File: src/rtl/npst_pkg.sv
`timescale 1ns / 1ps
`default_nettype none
package npst_pkg;
    localparam int NUM_INPUTS = 6;
    localparam int NUM_RELAYS = 4;
    localparam logic [2:0] MAX_RELAY_COUNT = 3'd4;
    localparam logic [7:0] CMD_ON = 8'h02;

    typedef enum logic [2:0] {
        MODE_INSERT  = 3'd0,
        MODE_HBEAT   = 3'd1,
        MODE_MISS    = 3'd2,
        MODE_QUERY   = 3'd3,
        MODE_FIND    = 3'd4,
        MODE_RELAY_W = 3'd5
    } t_mode;

    typedef enum logic [3:0] {
        EV_NOT_FOUND    = 4'd0,
        EV_JOIN         = 4'd1,
        EV_REPORT       = 4'd2,
        EV_HEARTBEAT    = 4'd3,
        EV_LEAVE        = 4'd4,
        EV_DISCOVERY    = 4'd5,
        EV_IO_CHANGE    = 4'd6,
        EV_RELAY_CHANGE = 4'd7,
        EV_REMOVED      = 4'd8,
        EV_MISS         = 4'd9,
        EV_FOUND        = 4'd10,
        EV_FULL         = 4'd11
    } t_event;

    typedef enum logic [3:0] {
        ST_IDLE, ST_SCAN, ST_DISPATCH, ST_JOIN, ST_REPORT, ST_INPUT,
        ST_RELAY, ST_WAIT
    } t_state;

    // Commands from controller to datapath.
    typedef struct packed {
        logic       load;      // capture input word
        logic       scan_clr;  // reset scan index and search results
        logic       scan_step; // examine one entry
        logic       do_insert;
        logic       do_hb;     // clear misses, store new enables/triggers/relays
        logic       do_miss;
        logic       do_wrelay;
        logic       ch_clr;
        logic       ch_step;
        logic       emit;      // load output register
        logic [3:0] ev;
        logic       ev_last;
        logic       use_ch;    // event carries channel and level
        logic       relay_ch;  // channel and level come from the relay write command
        logic       report;
    } t_cmd;

    // Status from datapath to controller.
    typedef struct packed {
        t_mode      mode;
        logic       scan_done;
        logic       hit;
        logic       free_found;
        logic       miss_over;
        logic       relay_diff;
        logic [2:0] ch;
        logic       in_evt;     // current input has an event
        logic       in_later;   // any input at or after ch+1 has an event
        logic       en_flip;    // enable of the current input changes
        logic       en_old;     // stored enable of the current input
        logic       rl_evt;
        logic       rl_later;
        logic       rl_any;     // any relay has an event
        logic       out_busy;
    } t_stat;
endpackage
`default_nettype wire

File: src/rtl/npst_datapath.sv
`timescale 1ns / 1ps
`default_nettype none
module npst_datapath #(
    parameter int TABLE_DEPTH = 16
) (
    input  wire logic             i_clk,
    input  wire logic             i_rst_n,
    input  wire logic [55:0]      i_word,
    input  wire logic [7:0]       i_miss_limit,
    input  wire npst_pkg::t_cmd   i_cmd,
    output npst_pkg::t_stat       o_stat,
    output logic                  o_valid,
    input  wire logic             i_ready,
    output logic [31:0]           o_data,
    output logic                  o_last,
    output logic [2:0]            o_rc
);
    import npst_pkg::*;
    localparam int IW = (TABLE_DEPTH > 1) ? $clog2(TABLE_DEPTH) : 1;
    localparam int CW = $clog2(TABLE_DEPTH + 1);

    logic [TABLE_DEPTH-1:0] r_valid;
    logic [7:0] r_addr [TABLE_DEPTH];
    logic [2:0] r_relays [TABLE_DEPTH];
    logic [5:0] r_en [TABLE_DEPTH];
    logic [5:0] r_tr [TABLE_DEPTH];
    logic [3:0] r_rb [TABLE_DEPTH];
    logic [7:0] r_miss [TABLE_DEPTH];

    logic [2:0] r_mode;
    logic [7:0] r_naddr, r_type, r_lo, r_hi, r_rel, r_wst;
    logic [1:0] r_rch;
    logic [CW-1:0] r_scan;
    logic r_hit, r_free;
    logic [IW-1:0] r_hidx, r_fidx;
    logic [2:0] r_ch;
    logic [5:0] r_cen, r_ctr;
    logic [3:0] r_crb;
    logic [2:0] r_crc;
    logic [7:0] r_cmiss;
    logic r_ovalid;
    logic [31:0] r_odata;
    logic [31:0] n_odata;
    logic r_olast;
    logic [2:0] r_orc;

    logic [5:0] fen, ftr;
    logic [3:0] frb;
    logic [IW-1:0] sidx;
    logic [5:0] ievt, ilater;
    logic [3:0] revt, rlater, rmask;
    logic [2:0] rc_sat;
    logic wbit, cur_in_evt;
    logic [3:0] nrb;
    logic [5:0] hb_tr;

    always_comb begin
        fen = {r_hi[3], r_hi[1], r_lo[7], r_lo[5], r_lo[3], r_lo[1]};
        ftr = {r_hi[2], r_hi[0], r_lo[6], r_lo[4], r_lo[2], r_lo[0]};
        frb = {r_rel[7], r_rel[5], r_rel[3], r_rel[1]};
        sidx = r_scan[IW-1:0];
        rmask = 4'((5'd1 << r_crc) - 5'd1);
        rc_sat = (r_type > 8'(MAX_RELAY_COUNT)) ? MAX_RELAY_COUNT : r_type[2:0];
        wbit = (r_wst == CMD_ON);
        for (int k = 0; k < NUM_INPUTS; k++)
            ievt[k] = (r_cen[k] != fen[k]) || (r_cen[k] && (r_ctr[k] != ftr[k]));
        for (int k = 0; k < NUM_RELAYS; k++)
            revt[k] = rmask[k] && (r_crb[k] != frb[k]);
        for (int k = 0; k < NUM_INPUTS; k++)
            ilater[k] = |(ievt >> (k + 1));
        for (int k = 0; k < NUM_RELAYS; k++)
            rlater[k] = |(revt >> (k + 1));
        cur_in_evt = ievt[r_ch];
        nrb = r_crb;
        nrb[r_rch] = wbit;
        hb_tr = (ftr & (r_cen | fen)) | (r_ctr & ~(r_cen | fen));
    end

    always_comb begin
        o_stat.mode       = t_mode'(r_mode);
        o_stat.scan_done  = (r_scan == CW'(TABLE_DEPTH));
        o_stat.hit        = r_hit;
        o_stat.free_found = r_free;
        o_stat.miss_over  = r_cmiss > i_miss_limit;
        o_stat.relay_diff = r_crb[r_rch] != wbit;
        o_stat.ch         = r_ch;
        o_stat.in_evt     = cur_in_evt;
        o_stat.in_later   = ilater[r_ch];
        o_stat.en_flip    = r_cen[r_ch] != fen[r_ch];
        o_stat.en_old     = r_cen[r_ch];
        o_stat.rl_evt     = revt[r_ch[1:0]];
        o_stat.rl_later   = rlater[r_ch[1:0]];
        o_stat.rl_any     = |revt;
        o_stat.out_busy   = r_ovalid && !i_ready;
    end

    always_comb begin
        n_odata       = '0;
        n_odata[3:0]  = i_cmd.ev;
        n_odata[11:4] = r_naddr;
        if (i_cmd.use_ch) begin
            n_odata[14:12] = i_cmd.relay_ch ? {1'b0, r_rch} : r_ch;
            n_odata[15]    = i_cmd.relay_ch ? wbit :
                             (i_cmd.ev == EV_RELAY_CHANGE ? frb[r_ch[1:0]] : ftr[r_ch]);
        end
        if (i_cmd.report) begin
            n_odata[21:16] = r_cen;
            n_odata[27:22] = r_ctr & r_cen;
            n_odata[31:28] = r_crb & rmask;
        end
    end

    always_ff @(posedge i_clk) begin
        if (i_cmd.load) begin
            r_mode  <= i_word[2:0];
            r_naddr <= i_word[10:3];
            r_type  <= i_word[18:11];
            r_lo    <= i_word[26:19];
            r_hi    <= i_word[34:27];
            r_rel   <= i_word[42:35];
            r_rch   <= i_word[44:43];
            r_wst   <= i_word[52:45];
        end
        if (i_cmd.scan_clr) begin
            r_scan <= '0;
            r_hidx <= '0;
            r_fidx <= '0;
        end else if (i_cmd.scan_step) begin
            r_scan <= r_scan + CW'(1);
            if (!r_hit && r_valid[sidx] && r_addr[sidx] == r_naddr) begin
                r_hidx  <= sidx;
                r_cen   <= r_en[sidx];
                r_ctr   <= r_tr[sidx];
                r_crb   <= r_rb[sidx];
                r_crc   <= r_relays[sidx];
                r_cmiss <= r_miss[sidx];
            end
            if (!r_free && !r_valid[sidx]) r_fidx <= sidx;
        end
        if (i_cmd.do_insert) begin
            r_addr[r_fidx]   <= r_naddr;
            r_relays[r_fidx] <= rc_sat;
            r_en[r_fidx]     <= fen;
            r_tr[r_fidx]     <= ftr;
            r_rb[r_fidx]     <= frb;
            r_miss[r_fidx]   <= '0;
            r_cen <= fen;
            r_ctr <= ftr;
            r_crb <= frb;
            r_crc <= rc_sat;
        end
        if (i_cmd.do_hb) begin
            r_miss[r_hidx] <= '0;
            r_en[r_hidx]   <= fen;
            r_tr[r_hidx]   <= hb_tr;
            r_rb[r_hidx]   <= (r_crb & ~rmask) | (frb & rmask);
        end
        if (i_cmd.do_miss && !(r_cmiss > i_miss_limit) && r_cmiss != 8'hFF)
            r_miss[r_hidx] <= r_cmiss + 8'd1;
        if (i_cmd.do_wrelay) r_rb[r_hidx] <= nrb;
        if (i_cmd.ch_clr) r_ch <= '0;
        else if (i_cmd.ch_step) r_ch <= r_ch + 3'd1;
        if (i_cmd.emit) begin
            r_olast <= i_cmd.ev_last;
            r_odata <= n_odata;
            r_orc   <= i_cmd.report ? r_crc : 3'd0;
        end
    end

    always_ff @(posedge i_clk) begin
        if (!i_rst_n) begin
            r_valid  <= '0;
            r_ovalid <= 1'b0;
            r_hit    <= 1'b0;
            r_free   <= 1'b0;
        end else begin
            if (i_cmd.scan_clr) begin
                r_hit  <= 1'b0;
                r_free <= 1'b0;
            end else if (i_cmd.scan_step) begin
                if (r_valid[sidx] && r_addr[sidx] == r_naddr) r_hit <= 1'b1;
                if (!r_valid[sidx]) r_free <= 1'b1;
            end
            if (i_cmd.do_insert) r_valid[r_fidx] <= 1'b1;
            if (i_cmd.do_miss && r_cmiss > i_miss_limit) r_valid[r_hidx] <= 1'b0;
            if (i_cmd.emit) r_ovalid <= 1'b1;
            else if (i_ready) r_ovalid <= 1'b0;
        end
    end

    assign o_valid = r_ovalid;
    assign o_data  = r_odata;
    assign o_last  = r_olast;
    assign o_rc    = r_orc;
endmodule
`default_nettype wire

File: src/rtl/npst_ctrl.sv
`timescale 1ns / 1ps
`default_nettype none
module npst_ctrl (
    input  wire logic           i_clk,
    input  wire logic           i_rst_n,
    input  wire logic           i_valid,
    output logic                o_ready,
    input  wire npst_pkg::t_stat i_stat,
    output npst_pkg::t_cmd      o_cmd
);
    import npst_pkg::*;
    t_state r_state, n_state;

    always_ff @(posedge i_clk) begin
        if (!i_rst_n) r_state <= ST_IDLE;
        else r_state <= n_state;
    end

    always_comb begin
        n_state = r_state;
        o_cmd   = '0;
        o_ready = 1'b0;
        case (r_state)
            ST_IDLE: begin
                o_ready = 1'b1;
                if (i_valid) begin
                    o_cmd.load     = 1'b1;
                    o_cmd.scan_clr = 1'b1;
                    o_cmd.ch_clr   = 1'b1;
                    n_state = ST_SCAN;
                end
            end
            ST_SCAN: begin
                if (i_stat.mode > MODE_RELAY_W) n_state = ST_IDLE;
                else if (i_stat.scan_done) n_state = ST_DISPATCH;
                else o_cmd.scan_step = 1'b1;
            end
            ST_DISPATCH: begin
                if (!i_stat.out_busy) begin
                    o_cmd.emit    = 1'b1;
                    o_cmd.ev_last = 1'b1;
                    n_state = ST_WAIT;
                    if (i_stat.mode == MODE_INSERT) begin
                        if (i_stat.free_found) begin
                            o_cmd.ev_last   = 1'b0;
                            o_cmd.ev        = EV_JOIN;
                            o_cmd.do_insert = 1'b1;
                            n_state = ST_REPORT;
                        end else o_cmd.ev = EV_FULL;
                    end else if (!i_stat.hit) begin
                        o_cmd.ev = EV_NOT_FOUND;
                    end else begin
                        case (i_stat.mode)
                            MODE_HBEAT: begin
                                o_cmd.ev      = EV_HEARTBEAT;
                                o_cmd.ev_last = !(i_stat.in_evt || i_stat.in_later ||
                                                  i_stat.rl_any);
                                o_cmd.ch_clr  = 1'b1;
                                n_state = ST_INPUT;
                            end
                            MODE_MISS: begin
                                o_cmd.do_miss = 1'b1;
                                o_cmd.ev = i_stat.miss_over ? EV_REMOVED : EV_MISS;
                            end
                            MODE_QUERY: begin
                                o_cmd.ev     = EV_REPORT;
                                o_cmd.report = 1'b1;
                            end
                            MODE_FIND: o_cmd.ev = EV_FOUND;
                            default: begin
                                o_cmd.do_wrelay = i_stat.relay_diff;
                                if (i_stat.relay_diff) begin
                                    o_cmd.ev       = EV_RELAY_CHANGE;
                                    o_cmd.use_ch   = 1'b1;
                                    o_cmd.relay_ch = 1'b1;
                                end else o_cmd.ev = EV_FOUND;
                            end
                        endcase
                    end
                end
            end
            ST_REPORT: begin
                if (!i_stat.out_busy) begin
                    o_cmd.emit = 1'b1;
                    o_cmd.ev = EV_REPORT;
                    o_cmd.report = 1'b1;
                    o_cmd.ev_last = 1'b1;
                    n_state = ST_WAIT;
                end
            end
            ST_INPUT: begin
                if (i_stat.ch == 3'(NUM_INPUTS)) begin
                    o_cmd.ch_clr = 1'b1;
                    n_state = ST_RELAY;
                end else if (!i_stat.in_evt) begin
                    o_cmd.ch_step = 1'b1;
                end else if (!i_stat.out_busy) begin
                    o_cmd.emit = 1'b1;
                    o_cmd.use_ch = 1'b1;
                    o_cmd.ch_step = 1'b1;
                    o_cmd.ev_last = !(i_stat.in_later || i_stat.rl_any);
                    if (i_stat.en_flip) o_cmd.ev = i_stat.en_old ? EV_LEAVE : EV_DISCOVERY;
                    else o_cmd.ev = EV_IO_CHANGE;
                end
            end
            ST_RELAY: begin
                if (i_stat.ch == 3'(NUM_RELAYS)) begin
                    o_cmd.do_hb = 1'b1;
                    n_state = ST_WAIT;
                end else if (!i_stat.rl_evt) begin
                    o_cmd.ch_step = 1'b1;
                end else if (!i_stat.out_busy) begin
                    o_cmd.emit = 1'b1;
                    o_cmd.use_ch = 1'b1;
                    o_cmd.ch_step = 1'b1;
                    o_cmd.ev = EV_RELAY_CHANGE;
                    o_cmd.ev_last = !i_stat.rl_later;
                end
            end
            ST_WAIT: n_state = ST_IDLE;
            default: n_state = ST_IDLE;
        endcase
    end
endmodule
`default_nettype wire

File: src/rtl/node_presence_status_table.sv
`timescale 1ns / 1ps
`default_nettype none
// Channel   Direction  Words
// s_axis    in         one command word (mode, address, frame bytes)
// m_axis    out        one to eleven event words, tlast on the final one
// cfg       in         miss limit
// An accepted word is followed by a scan of all TABLE_DEPTH entries, a dispatch state
// and a closing wait state before the next word is taken; an insert adds a report
// state and a heartbeat walks six inputs and four relays. Unused modes go back to idle
// from the scan state. Reset is synchronous, active low, and empties the table. A
// waiting event that the output holds off stalls the sequence until the output is free.
module node_presence_status_table #(
    parameter int TABLE_DEPTH = 16
) (
    input  wire logic        i_clk,
    input  wire logic        i_rst_n,
    input  wire logic        s_axis_tvalid,
    output logic             s_axis_tready,
    // mode[2:0], node_addr[10:3], type_byte[18:11], io_low_byte[26:19],
    // io_high_byte[34:27], relay_byte[42:35], relay_channel[44:43],
    // relay_cmd[52:45]
    input  wire logic [55:0] s_axis_tdata,
    output logic             m_axis_tvalid,
    input  wire logic        m_axis_tready,
    // event_res[3:0], event_addr[11:4], channel[14:12], level[15],
    // enable_mask[21:16], trigger_mask[27:22], relay_mask[31:28], relay_count[34:32]
    output logic [39:0]      m_axis_tdata,
    output logic             m_axis_tlast,
    input  wire logic        i_cfg_valid,
    output logic             o_cfg_ready,
    input  wire logic [7:0]  i_cfg_data
);
    import npst_pkg::*;
    t_cmd  cmd;
    t_stat stat;
    logic [7:0] r_miss_limit;
    logic [31:0] dp_data;
    logic [2:0] dp_rc;

    always_ff @(posedge i_clk) begin
        if (!i_rst_n) r_miss_limit <= 8'd5;
        else if (i_cfg_valid) r_miss_limit <= i_cfg_data;
    end
    assign o_cfg_ready = 1'b1;

    npst_ctrl u_ctrl (
        .i_clk, .i_rst_n, .i_valid(s_axis_tvalid), .o_ready(s_axis_tready),
        .i_stat(stat), .o_cmd(cmd)
    );

    npst_datapath #(.TABLE_DEPTH(TABLE_DEPTH)) u_dp (
        .i_clk, .i_rst_n, .i_word(s_axis_tdata), .i_miss_limit(r_miss_limit),
        .i_cmd(cmd), .o_stat(stat), .o_valid(m_axis_tvalid),
        .i_ready(m_axis_tready), .o_data(dp_data), .o_last(m_axis_tlast),
        .o_rc(dp_rc)
    );

    assign m_axis_tdata = {5'd0, dp_rc, dp_data};
endmodule
`default_nettype wire
File: config.mk
export PLATFORM = sky130hd
export DESIGN_NAME = node_presence_status_table
export DESIGN_NICKNAME = d
export VERILOG_FILES = /design/src/rtl/npst_pkg.sv /design/src/rtl/npst_datapath.sv /design/src/rtl/npst_ctrl.sv /design/src/rtl/node_presence_status_table.sv
export SDC_FILE = /design/constraint.sdc
export NUM_CORES = 1
export LEC_CHECK = 0
export BUFFER_PORTS_ARGS = -buffer_cell sky130_fd_sc_hd__buf_2
export CAP_MARGIN = 10
export CORE_MARGIN = 4
export CORE_UTILIZATION = 30
export DETAILED_ROUTE_END_ITERATION = 6
export HOLD_SLACK_MARGIN = 0.02
export MAX_ROUTING_LAYER = met4
export PLACE_DENSITY_LB_ADDON = 0.2
export SLEW_MARGIN = 20
export SYNTH_ARGS = -nofsm -noshare
export SYNTH_HDL_FRONTEND = slang
export SYNTH_SLANG_ARGS = --single-unit
File: constraint.sdc
create_clock -name i_clk -period 4.3 [get_ports i_clk]
set_clock_uncertainty 0.2 [all_clocks]
set_input_delay 0.43 -clock i_clk [delete_from_list [all_inputs] [get_ports i_clk]]
set_output_delay 0.43 -clock i_clk [all_outputs]
set_load 0.02 [all_outputs]
==> results_dict.tcl <==
set metrics [dict create \
    synth_top_area_share 0.683 \
    ys_seq_area_frac 0.717 \
    clkTransAtPathRegs_ns 0.06 \
    rsz0062_at_grt "no" \
    placed_area_sq_um 32000 \
    grt_max_degree 77 \
    drv_slew 0 \
    drtIter0Drc 1493 \
    status "finished clean" \
    syn2layout_area_growth_pct 19.6 \
    p_per_area_nw_per_um2 542 \
    dpl.hpwl_microns 49800 \
    grt-ovfl-total 0 \
    crit_top_cell "mux2i_1" \
    grt.met2_usage 0.238 \
    syn_avg_cell_area_sq_um 18.2 \
    synth.largest_area_cell "edfxtp_1" \
    cts_max_level 3 \
    power_frac_seq 0.456 \
    synthArstFlopShare 0 \
    synthFlopType "edfxtp_1" \
    cpPeakStageDelay_ns 0.65 \
    power_switching_share 0.281 \
    nets 1971 \
    core_sq_um 97000 \
    stdcell_area_sq_um 35200 \
    path_cells "buf_4 > mux4_1 > mux2i_1 > mux2i_1 > xor2_1 > nand4bb_1 > nor3_1 > or2_2" \
    yosysWarnings 0 \
    critPathRequiredTime_ns 4.37 \
    p_int_mw 13.7 \
    crit_type "flop to flop" \
    yosys.cell_types.count 73 \
    firstDrtPassIters 6 \
    dieArea_sq_um 103000 \
    min_path_type "input port to flop" \
    finalSetupViolations 0 \
    peakVddDrop_mv 0.310 \
    p_switching_mw 5.35 \
    synthTopCellsByCount "edfxtp_1, mux4_2, nor2_1" \
    dp_cells 3009 \
    grt_pass1_vias 16534 \
    power_mw 19.0 \
    wirelength_microns 77800 \
    avgRoutedWirePerCell_microns 24.2 \
    grt_pass1_wl_microns 114000 \
    startpoint_type "flop" \
    synth_edf_count 668 \
    hold_viol 0 \
    clockRootBuffer "clkbuf_16" \
    num_vias 16035 \
    setup_tns_ns 0 \
    ios 113 \
    cts.sinks 718 \
    crit_slowest_cell "dfxtp_4" \
    drt-vias-per-instance 4.98 \
    post_route_cells_drive_above_1_share 0.270 \
    initial_utilization 0.303 \
    final_cell_count_no_fill 3219 \
    grt_busiest_layer "met2" \
    grt.met3_usage 0.0294 \
    grtUsageMet1 0.214 \
    cp_max_fo 26 \
    cts.repair.resized 0 \
    antenna_found_initial 0 \
    period_minus_slack_ns 3.87 \
    antenna_cells 0 \
    crit_arrival_ns 3.94 \
    cts_buffer_depth 3 \
    end_kind "flop" \
    slew_headroom 0.384 \
    io_buffers 95 \
    drcViolationCount 0 \
    die_h_microns 321 \
    rows 114 \
    ant_nets 0 \
    fin_crit_sh 0.900 \
    synth_cells 1612 \
    ys_seq_elements 718 \
    worst_pin_slew_ns 0.920 \
    synth.cell_area_sq_um 29400 \
    ys_top_cells_by_area "edfxtp_1, mux4_2, dfxtp_1, mux2i_1, nor2_1" \
    cts_tree "built" \
    drv_cap 0 \
    clkPwrFrac 0.351 \
    fp.dieW_microns 321 \
    combPwrFrac 0.193 \
    place_congestion 0.849 \
    clock_latency_ns 0.65 \
    yosysMostFrequentCell "edfxtp_1" \
    fmax_ghz 0.258 \
    p_leak_nw 11.8 \
    cts_buffers 82 \
    track_usage 0.155 \
]
routing by layer:
layer / wire length (microns) / vias up
met5: 0 / -
met4: 1480 / 0
met3: 4920 / 99
met2: 36100 / 494
met1: 35300 / 8405
li1: - / 7037
sequential cells by signal, indices dropped and copies added, names as in the netlist, 16 cells and up, named ones only:
name,flops
u_dp.o_data,32
u_dp.r_addr,128
u_dp.r_en,96
u_dp.r_miss,128
u_dp.r_rb,64
u_dp.r_relays,48
u_dp.r_tr,96
u_dp.r_valid,16
through the flow:
step,util,hold WS [ns],setup WS [ns]
4_1_cts,0.362,0.0595,0.358
3_5_place_dp,0.329,0.309,0.386
5_1_grt,0.362,0.0976,0.155
2_1_floorplan,-,0.249,0.287
3_3_place_gp,0.329,0.314,0.452
6_report,0.362,0.108,0.428
worst paths after layout:
check                         from                to  slack (ns)  cells after the start
setup reg to reg              flop     u_dp.r_ctr[4]        0.43                      8
hold / removal             i_rst_n        u_dp.r_hit        0.11                      2
setup / recovery              flop     u_dp.r_ctr[4]        0.43                      8
hold reg to reg   u_dp.r_valid[13]  u_dp.r_valid[13]        0.33                      1
power by group through the flow:
stage | combinational, mW | clock (mW) | sequential (mW)
after global routing | 3.97 | 7.20 | 8.74
after global placement | 3.65 | 0 | 8.83
after detailed placement | 3.67 | 0 | 8.83
after CTS | 3.74 | 6.88 | 8.70
final | 3.67 | 6.69 | 8.69
after floorplan | 2.35 | 0 | 8.78
cell type report:
| type | count | area, sq um |
|---|---|---|
| Tap cell | 1276 | 1600 |
| Clock buffer | 107 | 2170 |
| Clock inverter | 40 | 409 |
| Timing Repair Buffer | 266 | 1950 |
| Multi-Input combinational cell | 774 | 7820 |
| Inverter | 38 | 144 |
| Sequential cell | 718 | 21100 |
| Fill cell | 9120 | 61800 |
logic make-up (layout without fill, tap and decap cells):
kind of cell | Yosys count | after routing | synth area share
fa+ha+maj | 22 | 22 | 0.00937
other cells | 2 | 6 | 0.000256
xor+xnor | 34 | 34 | 0.0101
mux | 233 | 233 | 0.153
buf+inv | 124 | 451 | 0.0194
simple gates | 319 | 319 | 0.0521
compound gates | 160 | 160 | 0.0387
flops | 718 | 718 | 0.717
critical path: cells and delay by family (launching register included):
kind / cells / cell delay, ns
buffers and inverters: 1 / 0.25
xor gates and xnor gates: 1 / 0.16
and+or+nand+nor: 3 / 1.37
muxes: 3 / 0.83
DFF: 1 / 0.65
repair_timing:
item,CTS,global route
endpoints found under the hold margin,53,0
setup buffers,0,0
hold buffers,63,0
layout by cell type, fill, tap and decap left out, drive strengths merged, types with 12 or more instances in the layout:
cell type | synthesis | layout
nand2b | 12 | 12
edfxtp | 668 | 668
dfxtp | 50 | 50
nor2b | 17 | 17
a21oi | 29 | 29
xor2 | 17 | 17
buf | 39 | 203
mux2 | 14 | 14
nor2 | 103 | 103
nand2 | 80 | 80
dlygate4sd3 | 0 | 63
inv | 36 | 38
mux4 | 170 | 170
o22ai | 15 | 15
a31oi | 19 | 19
and3 | 14 | 14
clkbuf | 47 | 107
and2 | 12 | 12
mux2i | 49 | 49
xnor2 | 17 | 17
nand3 | 17 | 17
clkinv | 2 | 32
o21ai | 21 | 21
nor3 | 21 | 21
ha | 22 | 22
No activity file was read; power rests on OpenSTA's default activity.
